==> src/rtl/wres_pkg.sv <==
// Shared constants, types and helpers of the weighted random entry selector.
package wres_pkg;

    localparam int ENTRIES_PER_TABLE = 16;
    localparam int TABLE_COUNT       = 2;
    localparam int WEIGHT_BITS       = 16;

    localparam int SLOTS      = ENTRIES_PER_TABLE * TABLE_COUNT;
    localparam int SLOT_BITS  = (SLOTS > 1) ? $clog2(SLOTS) : 1;
    localparam int IDX_BITS   = (ENTRIES_PER_TABLE > 1) ? $clog2(ENTRIES_PER_TABLE) : 1;
    localparam int CNT_BITS   = $clog2(ENTRIES_PER_TABLE + 1);
    localparam int TOTAL_BITS = WEIGHT_BITS + $clog2(ENTRIES_PER_TABLE + 1);
    localparam int FRAC_BITS  = 16;
    localparam int SPEED_BITS = 16;
    localparam int PROD_BITS  = FRAC_BITS + TOTAL_BITS;

    // Fixed widths of the port fields.
    localparam int IN_IDX_BITS    = 4;
    localparam int IN_WEIGHT_BITS = 16;
    localparam int OUT_IDX_BITS   = 4;
    localparam int IN_DATA_BITS   = 72;
    localparam int IN_USER_BITS   = 2;
    localparam int OUT_DATA_BITS  = 8;

    typedef struct packed {
        logic                   en;
        logic [SLOT_BITS-1:0]   addr;
        logic [WEIGHT_BITS-1:0] weight;
        logic [SPEED_BITS-1:0]  min_speed;
        logic                   present;
    } wres_wr_t;

    typedef struct packed {
        logic                 en;
        logic [SLOT_BITS-1:0] addr;
    } wres_rd_t;

    typedef struct packed {
        logic                   valid;
        logic                   eligible;
        logic [WEIGHT_BITS-1:0] weight;
    } wres_rsp_t;

    function automatic logic [SLOT_BITS-1:0] slot_addr(input logic tbl,
                                                       input logic [IDX_BITS-1:0] idx);
        return SLOT_BITS'(int'(tbl) * ENTRIES_PER_TABLE + int'(idx));
    endfunction

    function automatic logic [WEIGHT_BITS-1:0] sat_weight(input logic [IN_WEIGHT_BITS-1:0] w);
        logic [32:0] wide;
        logic [32:0] maxv;
        wide = 33'(w);
        maxv = (33'(1) << WEIGHT_BITS) - 33'(1);
        if (wide > maxv)
            return '1;
        return WEIGHT_BITS'(wide);
    endfunction

endpackage

==> src/rtl/wres_store.sv <==
// Entry store: weight and minimum speed memory, present flags, eligibility test.
module wres_store
    import wres_pkg::*;
(
    input  logic                  clk,
    input  logic                  rst_n,
    input  wres_wr_t              wr,
    input  wres_rd_t              rd,
    input  logic [SPEED_BITS-1:0] speed,
    output wres_rsp_t             rsp
);

    typedef struct packed {
        logic [SPEED_BITS-1:0]  min_speed;
        logic [WEIGHT_BITS-1:0] weight;
    } entry_t;

    entry_t             mem [SLOTS];
    entry_t             rdata_reg;
    logic [SLOTS-1:0]   present_reg;
    logic               rd_present_reg;
    logic               rd_valid_reg;

    always_ff @(posedge clk)
    begin
        if (wr.en)
        begin
            mem[wr.addr] <= '{min_speed: wr.min_speed, weight: wr.weight};
        end
        if (rd.en)
        begin
            rdata_reg <= mem[rd.addr];
        end
    end

    always_ff @(posedge clk or negedge rst_n)
    begin
        if (!rst_n)
        begin
            present_reg    <= '0;
            rd_present_reg <= 1'b0;
            rd_valid_reg   <= 1'b0;
        end
        else
        begin
            if (wr.en)
            begin
                present_reg[wr.addr] <= wr.present;
            end
            rd_valid_reg <= rd.en;
            if (rd.en)
            begin
                rd_present_reg <= present_reg[rd.addr];
            end
        end
    end

    assign rsp.valid    = rd_valid_reg;
    assign rsp.eligible = rd_present_reg && (speed >= rdata_reg.min_speed);
    assign rsp.weight   = rdata_reg.weight;

endmodule

==> src/rtl/weighted_random_entry_selector_top.sv <==
// Top level of the weighted random entry selector: stream ports and selection sequencer.
// A write word produces no result and keeps the input ready for the next word.
// A select word gives its result after one memory read per entry for the total, then, if
// it is nonzero, the scaling multiply and one read per entry up to the chosen one (scan).
// One select is in work at a time; the result register frees the input while it waits.
// rst_n clears the present flags, the sequencer and the result register asynchronously.
module weighted_random_entry_selector_top
    import wres_pkg::*;
(
    input  logic                     clk,
    input  logic                     rst_n,
    input  logic                     s_axis_tvalid,
    output logic                     s_axis_tready,
    // entry_index, entry_weight, entry_min_speed, entry_present, speed, random_fraction
    input  logic [IN_DATA_BITS-1:0]  s_axis_tdata,
    // action, table_id
    input  logic [IN_USER_BITS-1:0]  s_axis_tuser,
    output logic                     m_axis_tvalid,
    input  logic                     m_axis_tready,
    // selected_index
    output logic [OUT_DATA_BITS-1:0] m_axis_tdata,
    // found
    output logic                     m_axis_tuser
);

    typedef enum logic [2:0] {
        ST_IDLE,
        ST_SUM,
        ST_MUL,
        ST_SCAN,
        ST_DONE
    } state_t;

    state_t                  state_reg;
    logic                    tbl_reg;
    logic [SPEED_BITS-1:0]   speed_reg;
    logic [FRAC_BITS-1:0]    frac_reg;
    logic [TOTAL_BITS-1:0]   acc_reg;
    logic [TOTAL_BITS-1:0]   thr_reg;
    logic                    any_reg;
    logic [IDX_BITS-1:0]     last_reg;
    logic [CNT_BITS-1:0]     issue_reg;
    logic [IDX_BITS-1:0]     data_idx_reg;
    logic                    found_reg;
    logic [IDX_BITS-1:0]     sel_reg;
    logic                    out_valid_reg;
    logic                    out_found_reg;
    logic [OUT_IDX_BITS-1:0] out_idx_reg;

    logic                      in_acc;
    logic                      action;
    logic                      table_id;
    logic [IN_IDX_BITS-1:0]    entry_index;
    logic [IN_WEIGHT_BITS-1:0] entry_weight;
    logic [SPEED_BITS-1:0]     entry_min_speed;
    logic                      entry_present;
    logic [SPEED_BITS-1:0]     speed;
    logic [FRAC_BITS-1:0]      random_fraction;

    wres_wr_t              wr;
    wres_rd_t              rd;
    wres_rsp_t             rsp;
    logic [TOTAL_BITS-1:0] acc_add;
    logic [PROD_BITS-1:0]  product;
    logic                  last_data;
    logic                  out_free;

    assign action          = s_axis_tuser[0];
    assign table_id        = s_axis_tuser[1];
    assign entry_index     = s_axis_tdata[3:0];
    assign entry_weight    = s_axis_tdata[19:4];
    assign entry_min_speed = s_axis_tdata[35:20];
    assign entry_present   = s_axis_tdata[36];
    assign speed           = s_axis_tdata[52:37];
    assign random_fraction = s_axis_tdata[68:53];

    assign s_axis_tready = (state_reg == ST_IDLE);
    assign in_acc        = s_axis_tvalid && s_axis_tready;

    always_comb
    begin
        wr.en        = in_acc && !action && (int'(table_id) < TABLE_COUNT)
                       && (int'(entry_index) < ENTRIES_PER_TABLE);
        wr.addr      = slot_addr(table_id, IDX_BITS'(entry_index));
        wr.weight    = sat_weight(entry_weight);
        wr.min_speed = entry_min_speed;
        wr.present   = entry_present;

        rd.en   = ((state_reg == ST_SUM) || (state_reg == ST_SCAN))
                  && (int'(issue_reg) < ENTRIES_PER_TABLE);
        rd.addr = slot_addr(tbl_reg, IDX_BITS'(issue_reg));
    end

    wres_store u_store (
        .clk   (clk),
        .rst_n (rst_n),
        .wr    (wr),
        .rd    (rd),
        .speed (speed_reg),
        .rsp   (rsp)
    );

    assign acc_add   = acc_reg + TOTAL_BITS'(rsp.weight);
    assign product   = PROD_BITS'(frac_reg) * PROD_BITS'(acc_reg);
    assign last_data = rsp.valid && (data_idx_reg == IDX_BITS'(ENTRIES_PER_TABLE - 1));
    assign out_free  = !out_valid_reg || m_axis_tready;

    always_ff @(posedge clk or negedge rst_n)
    begin
        if (!rst_n)
        begin
            state_reg     <= ST_IDLE;
            tbl_reg       <= 1'b0;
            speed_reg     <= '0;
            frac_reg      <= '0;
            acc_reg       <= '0;
            thr_reg       <= '0;
            any_reg       <= 1'b0;
            last_reg      <= '0;
            issue_reg     <= '0;
            data_idx_reg  <= '0;
            found_reg     <= 1'b0;
            sel_reg       <= '0;
            out_valid_reg <= 1'b0;
            out_found_reg <= 1'b0;
            out_idx_reg   <= '0;
        end
        else
        begin
            if (out_valid_reg && m_axis_tready && (state_reg != ST_DONE))
            begin
                out_valid_reg <= 1'b0;
            end
            if (rd.en)
            begin
                issue_reg <= issue_reg + CNT_BITS'(1);
            end
            if (rsp.valid)
            begin
                data_idx_reg <= data_idx_reg + IDX_BITS'(1);
            end

            unique case (state_reg)
                ST_IDLE:
                begin
                    if (in_acc && action)
                    begin
                        tbl_reg      <= table_id;
                        speed_reg    <= speed;
                        frac_reg     <= random_fraction;
                        acc_reg      <= '0;
                        any_reg      <= 1'b0;
                        last_reg     <= '0;
                        issue_reg    <= '0;
                        data_idx_reg <= '0;
                        found_reg    <= 1'b0;
                        sel_reg      <= '0;
                        if (int'(table_id) < TABLE_COUNT)
                            state_reg <= ST_SUM;
                        else
                            state_reg <= ST_DONE;
                    end
                end
                ST_SUM:
                begin
                    if (rsp.valid && rsp.eligible)
                    begin
                        acc_reg  <= acc_add;
                        any_reg  <= 1'b1;
                        last_reg <= data_idx_reg;
                    end
                    if (last_data)
                    begin
                        if (rsp.eligible ? (acc_add != '0) : (any_reg && (acc_reg != '0)))
                            state_reg <= ST_MUL;
                        else
                            state_reg <= ST_DONE;
                    end
                end
                ST_MUL:
                begin
                    thr_reg      <= TOTAL_BITS'(product >> FRAC_BITS);
                    acc_reg      <= '0;
                    issue_reg    <= '0;
                    data_idx_reg <= '0;
                    state_reg    <= ST_SCAN;
                end
                ST_SCAN:
                begin
                    if (rsp.valid && rsp.eligible)
                    begin
                        acc_reg <= acc_add;
                    end
                    if (rsp.valid && rsp.eligible && (acc_add >= thr_reg))
                    begin
                        found_reg <= 1'b1;
                        sel_reg   <= data_idx_reg;
                        state_reg <= ST_DONE;
                    end
                    else if (last_data)
                    begin
                        found_reg <= 1'b1;
                        sel_reg   <= last_reg;
                        state_reg <= ST_DONE;
                    end
                end
                ST_DONE:
                begin
                    if (out_free)
                    begin
                        out_valid_reg <= 1'b1;
                        out_found_reg <= found_reg;
                        out_idx_reg   <= OUT_IDX_BITS'(sel_reg);
                        state_reg     <= ST_IDLE;
                    end
                end
                default:
                begin
                    state_reg <= ST_IDLE;
                end
            endcase
        end
    end

    assign m_axis_tvalid = out_valid_reg;
    assign m_axis_tdata  = OUT_DATA_BITS'(out_idx_reg);
    assign m_axis_tuser  = out_found_reg;

endmodule

==> config.mk <==
export PLATFORM = sky130hd
export DESIGN_NAME = weighted_random_entry_selector_top
export DESIGN_NICKNAME = d
export VERILOG_FILES = /design/src/rtl/wres_pkg.sv /design/src/rtl/wres_store.sv /design/src/rtl/weighted_random_entry_selector_top.sv
export SDC_FILE = /design/constraint.sdc
export NUM_CORES = 2
export LEC_CHECK = 0
export BUFFER_PORTS_ARGS = -buffer_cell sky130_fd_sc_hd__buf_2
export CAP_MARGIN = 40
export CORE_UTILIZATION = 40
export CTS_CLUSTER_DIAMETER = 60
export DETAILED_ROUTE_END_ITERATION = 8
export HOLD_SLACK_MARGIN = 0.02
export MAX_ROUTING_LAYER = met4
export PLACE_DENSITY = 0.64
export SYNTH_ARGS = -nofsm -noshare
export SYNTH_HDL_FRONTEND = slang
export SYNTH_SLANG_ARGS = --single-unit
==> constraint.sdc <==
create_clock -name clk -period 8 [get_ports clk]
set_clock_uncertainty 0.15 [all_clocks]
set_input_delay 1.2 -clock clk [delete_from_list [all_inputs] [get_ports clk]]
set_output_delay 1.2 -clock clk [all_outputs]
set_load 0.02 [all_outputs]
==> flow_summary_export.csv <==
group,metric,value,unit
logic_synthesis,ys_ff_latch,1193,
logic_synthesis,yosysTopAreaCellShare,54.7,%
grt,grt_pass1_wl,205,mm
floorplan,row_count,139,
logic_synthesis,yosysUniqueCellTypes,74,
sta,setup_viol,0,
outcome,outcome,"finished with violations",
detailed_routing,vias,30331,
logic_synthesis,netlist_instances,3474,
clock_tree,cts_inserted_buffers,130,
detailed_routing,drtIter0Drc,2414,
floorplan,start_util,40.3,%
placed_design,gp_congestion,0.833,
logic_synthesis,synth_area_leaders,"edfxtp_1, mux4_2, fa_1, dfrtp_1, ha_1",
min_path,hold_end,"found_reg$_DFFE_PN0P_",
critical_path,cp_max_fo,19,
floorplan,core-area,144000,sq um
floorplan,num_io_pins,89,
grt,grtUsageTotal,19.6,%
clock_tree,htree_num_levels,4,
clock_tree,holdBufCountCts,0,
cells_and_area,post_route_cells_drive_above_1_share,22.8,%
clock_tree,post_cts_buffers,0,
sta,hold_viol_final,0,
critical_path,criticalPathCategory,"reg -> reg",
critical_path,end_kind,"flop",
sta,tightestPinTransition,1.11,ns
min_path,hold_path_depth,1,
logic_synthesis,synth_compound_area_share,2.63,%
logic_synthesis,yosys_warnings,0,
critical_path,r2r-start,"acc_reg[8]$_DFFE_PN0P_",
logic_synthesis,synth.avg_cell_area,16.7,sq um
sta,fin_crit_sh,89.8,%
cells_and_area,syn_to_final_growth,12.9,%
critical_path,worst-r2r-setup-slack,0.82,ns
detailed_routing,post-route-drc-count,24,
sta,max_freq,139,MHz
grt,overflow,0,
job,drv_cap,0,
detailed_routing,dr.pass1.iters,7,
detailed_routing,vias_per_cell,5.39,
grt,grt_pass1_vias,32064,
clock_tree,cts.sinks,1193,
logic_synthesis,synth_mux_area_share,14.9,%
logic_synthesis,async_flop_share,11.5,%
logic_synthesis,ys.flop_type,"edfxtp_1",
min_path,min_path_type,"reg -> reg",
logic_synthesis,synth_edf_count,1056,
placed_design,hpwl,84.4,mm
sta,setup-tns-final,0,ns
cells_and_area,largest_register_ffs,1024,
sta,relSlewSlack,26.0,%
cells_and_area,fillers,12419,
logic_synthesis,seq_area_frac_synth,60.7,%
sta,grt_setup_unrepaired,"no",
grt,grt_max_degree,162,
outcome,violations,"design-rule violations",
critical_path,r2r_cells,20,
detailed_routing,wl,136,mm
logic_synthesis,syn_area,57900,sq um
critical_path,critPathRequiredTime,8.53,ns
logic_synthesis,synth_top_family_by_area,"multiplexers",
sta,fin_crit,7.18,ns
logic_synthesis,synth-simple-area-share,4.99,%
critical_path,cp.arrival,7.72,ns
logic_synthesis,synth-xor-area-share,0.575,%
clock_tree,cts.repair.resized,0,
sta,drv_slew,0,
critical_path,worstReg2RegEnd,"thr_reg[17]$_DFFE_PN0P_",
clock_tree,cts_root_buf,"clkbuf_16",
logic_synthesis,synthAdderAreaFrac,12.6,%
clock_tree,cts_buffer_depth,3,
clock_tree,cts_tree,"built",
grt,antenna_found_initial,20,
clock_tree,clkLatencyLatePin,0.77,ns
logic_synthesis,synth_top_cell_by_area,"edfxtp_1",
floorplan,die_x,383,microns
placed_design,portBuffers,81,
clock_tree,path_clk_slew,0.06,ns
detailed_routing,ant_nets,0,
min_path,hp-start,"found_reg$_DFFE_PN0P_",
floorplan,die-height,383,microns
cells_and_area,finalNetCount,4106,
critical_path,crit_path_start_kind,"flop",
detailed_routing,routedWlPerCell,24.2,microns
floorplan,die_area,146000,sq um
==> worst max-delay path: stages, from the launching register on <==
cell and delay (ns):
dfrtp_1 0.91, nand2_1 0.18, fa_1 0.56, inv_1 0.05, fa_1 0.48, fa_1 0.60, fa_1 0.47, fa_1 0.51
inv_1 0.05, fa_1 0.48, inv_1 0.04, ha_1 0.33, nand3_1 0.16, nor4_1 0.29, nand4_1 0.16, a31oi_1 0.39
o221ai_1 0.33, o31ai_1 0.43, a21oi_1 0.16, o21ai_0 0.19, a22o_1 0.14
==> cell usage after synthesis, types with 13 or more instances <==
master	n
a21o_1	24
a21oi_1	45
and2_1	137
buf_1	17
buf_2	21
clkbuf_1	132
dfrtp_1	137
edfxtp_1	1056
fa_1	264
ha_1	161
inv_1	368
mux2_2	103
mux4_2	330
nand2_1	279
nand3_1	26
nand4_1	17
nor2_1	73
nor3_1	16
o21ai_0	69
o31ai_1	13
xnor2_1	26
==> cell families (layout without fill, tap and decap cells) <==
kind of cell | count (synthesis) | after routing
compound gates | 233 | 233
flops | 1193 | 1193
other cells | 1 | 21
buf+inv | 545 | 775
xor+xnor | 38 | 38
simple gates | 603 | 603
fa+ha+maj | 425 | 425
mux | 436 | 436
==> how the worst max path moves through the flow <==
stage / startpoint / end / slack (ns) / cells after the start
after global routing: acc_reg[8]$_DFFE_PN0P_ / thr_reg[17]$_DFFE_PN0P_ / 0.22 / 20
after detailed placement: acc_reg[8]$_DFFE_PN0P_ / thr_reg[17]$_DFFE_PN0P_ / 0.81 / 20
after CTS: acc_reg[8]$_DFFE_PN0P_ / thr_reg[17]$_DFFE_PN0P_ / 0.75 / 20
after global placement: acc_reg[8]$_DFFE_PN0P_ / thr_reg[17]$_DFFE_PN0P_ / 0.87 / 20
final: acc_reg[8]$_DFFE_PN0P_ / thr_reg[17]$_DFFE_PN0P_ / 0.82 / 20
after floorplan: acc_reg[13]$_DFFE_PN0P_ / thr_reg[11]$_DFFE_PN0P_ / 1.57 / 24
==> area by class of cell <==
type / count / area, sq um / share of cell area (%)
flip-flops and latches: 1193 / 35200 / 53.8
clock inverters: 76 / 870 / 1.33
repair buffers: 171 / 1260 / 1.93
multi-input cells: 1739 / 20900 / 32.0
clock buffers: 160 / 3380 / 5.16
well taps: 1903 / 2380 / 3.64
diodes: 17 / 42.5 / 0.0651
inverters: 368 / 1380 / 2.11
==> per-stage QoR <==
step / hold slack (ns) / instance area [sq um] / setup WS [ns] / cells / utilization [%]
floorplan: 0.296 / 57900 / 1.57 / 3477 / -
global placement: 0.315 / 60900 / 0.866 / 5365 / 42.4
detailed placement: 0.318 / 61100 / 0.812 / 5374 / 42.5
CTS: 0.330 / 65400 / 0.750 / 5610 / 45.5
global route: 0.353 / 65400 / 0.219 / 5623 / 45.5
finish: 0.326 / 65400 / 0.818 / 5627 / 45.5
==> cell usage in the layout (no fill, tap or decap), types with 13 or more instances in the layout <==
cell	instances
nand3_1	25
dfrtp_1	132
edfxtp_1	1056
clkinv_2	16
nand4_1	17
mux4_2	330
buf_4	78
ha_1	161
a21o_1	24
nand2_1	279
clkbuf_16	130
o31ai_1	13
clkinv_1	21
nor2_4	30
xnor2_1	26
mux2_2	103
and2_1	137
buf_2	81
o21ai_0	69
diode_2	17
fa_1	264
nor2_1	44
a21oi_1	45
inv_1	368
clkbuf_1	29
==> routing by layer <==
layer,global-route usage (%),vias up,routed length [microns]
met2,31.8,888,67900
li1,-,13124,-
met4,6.53,0,3690
met3,3.53,238,8490
met1,25.0,16081,56100
met5,-,-,0
Power is left out: the tool's default activity adds up to more than one toggle a clock period on the data nets, which glitch-free logic cannot reach.
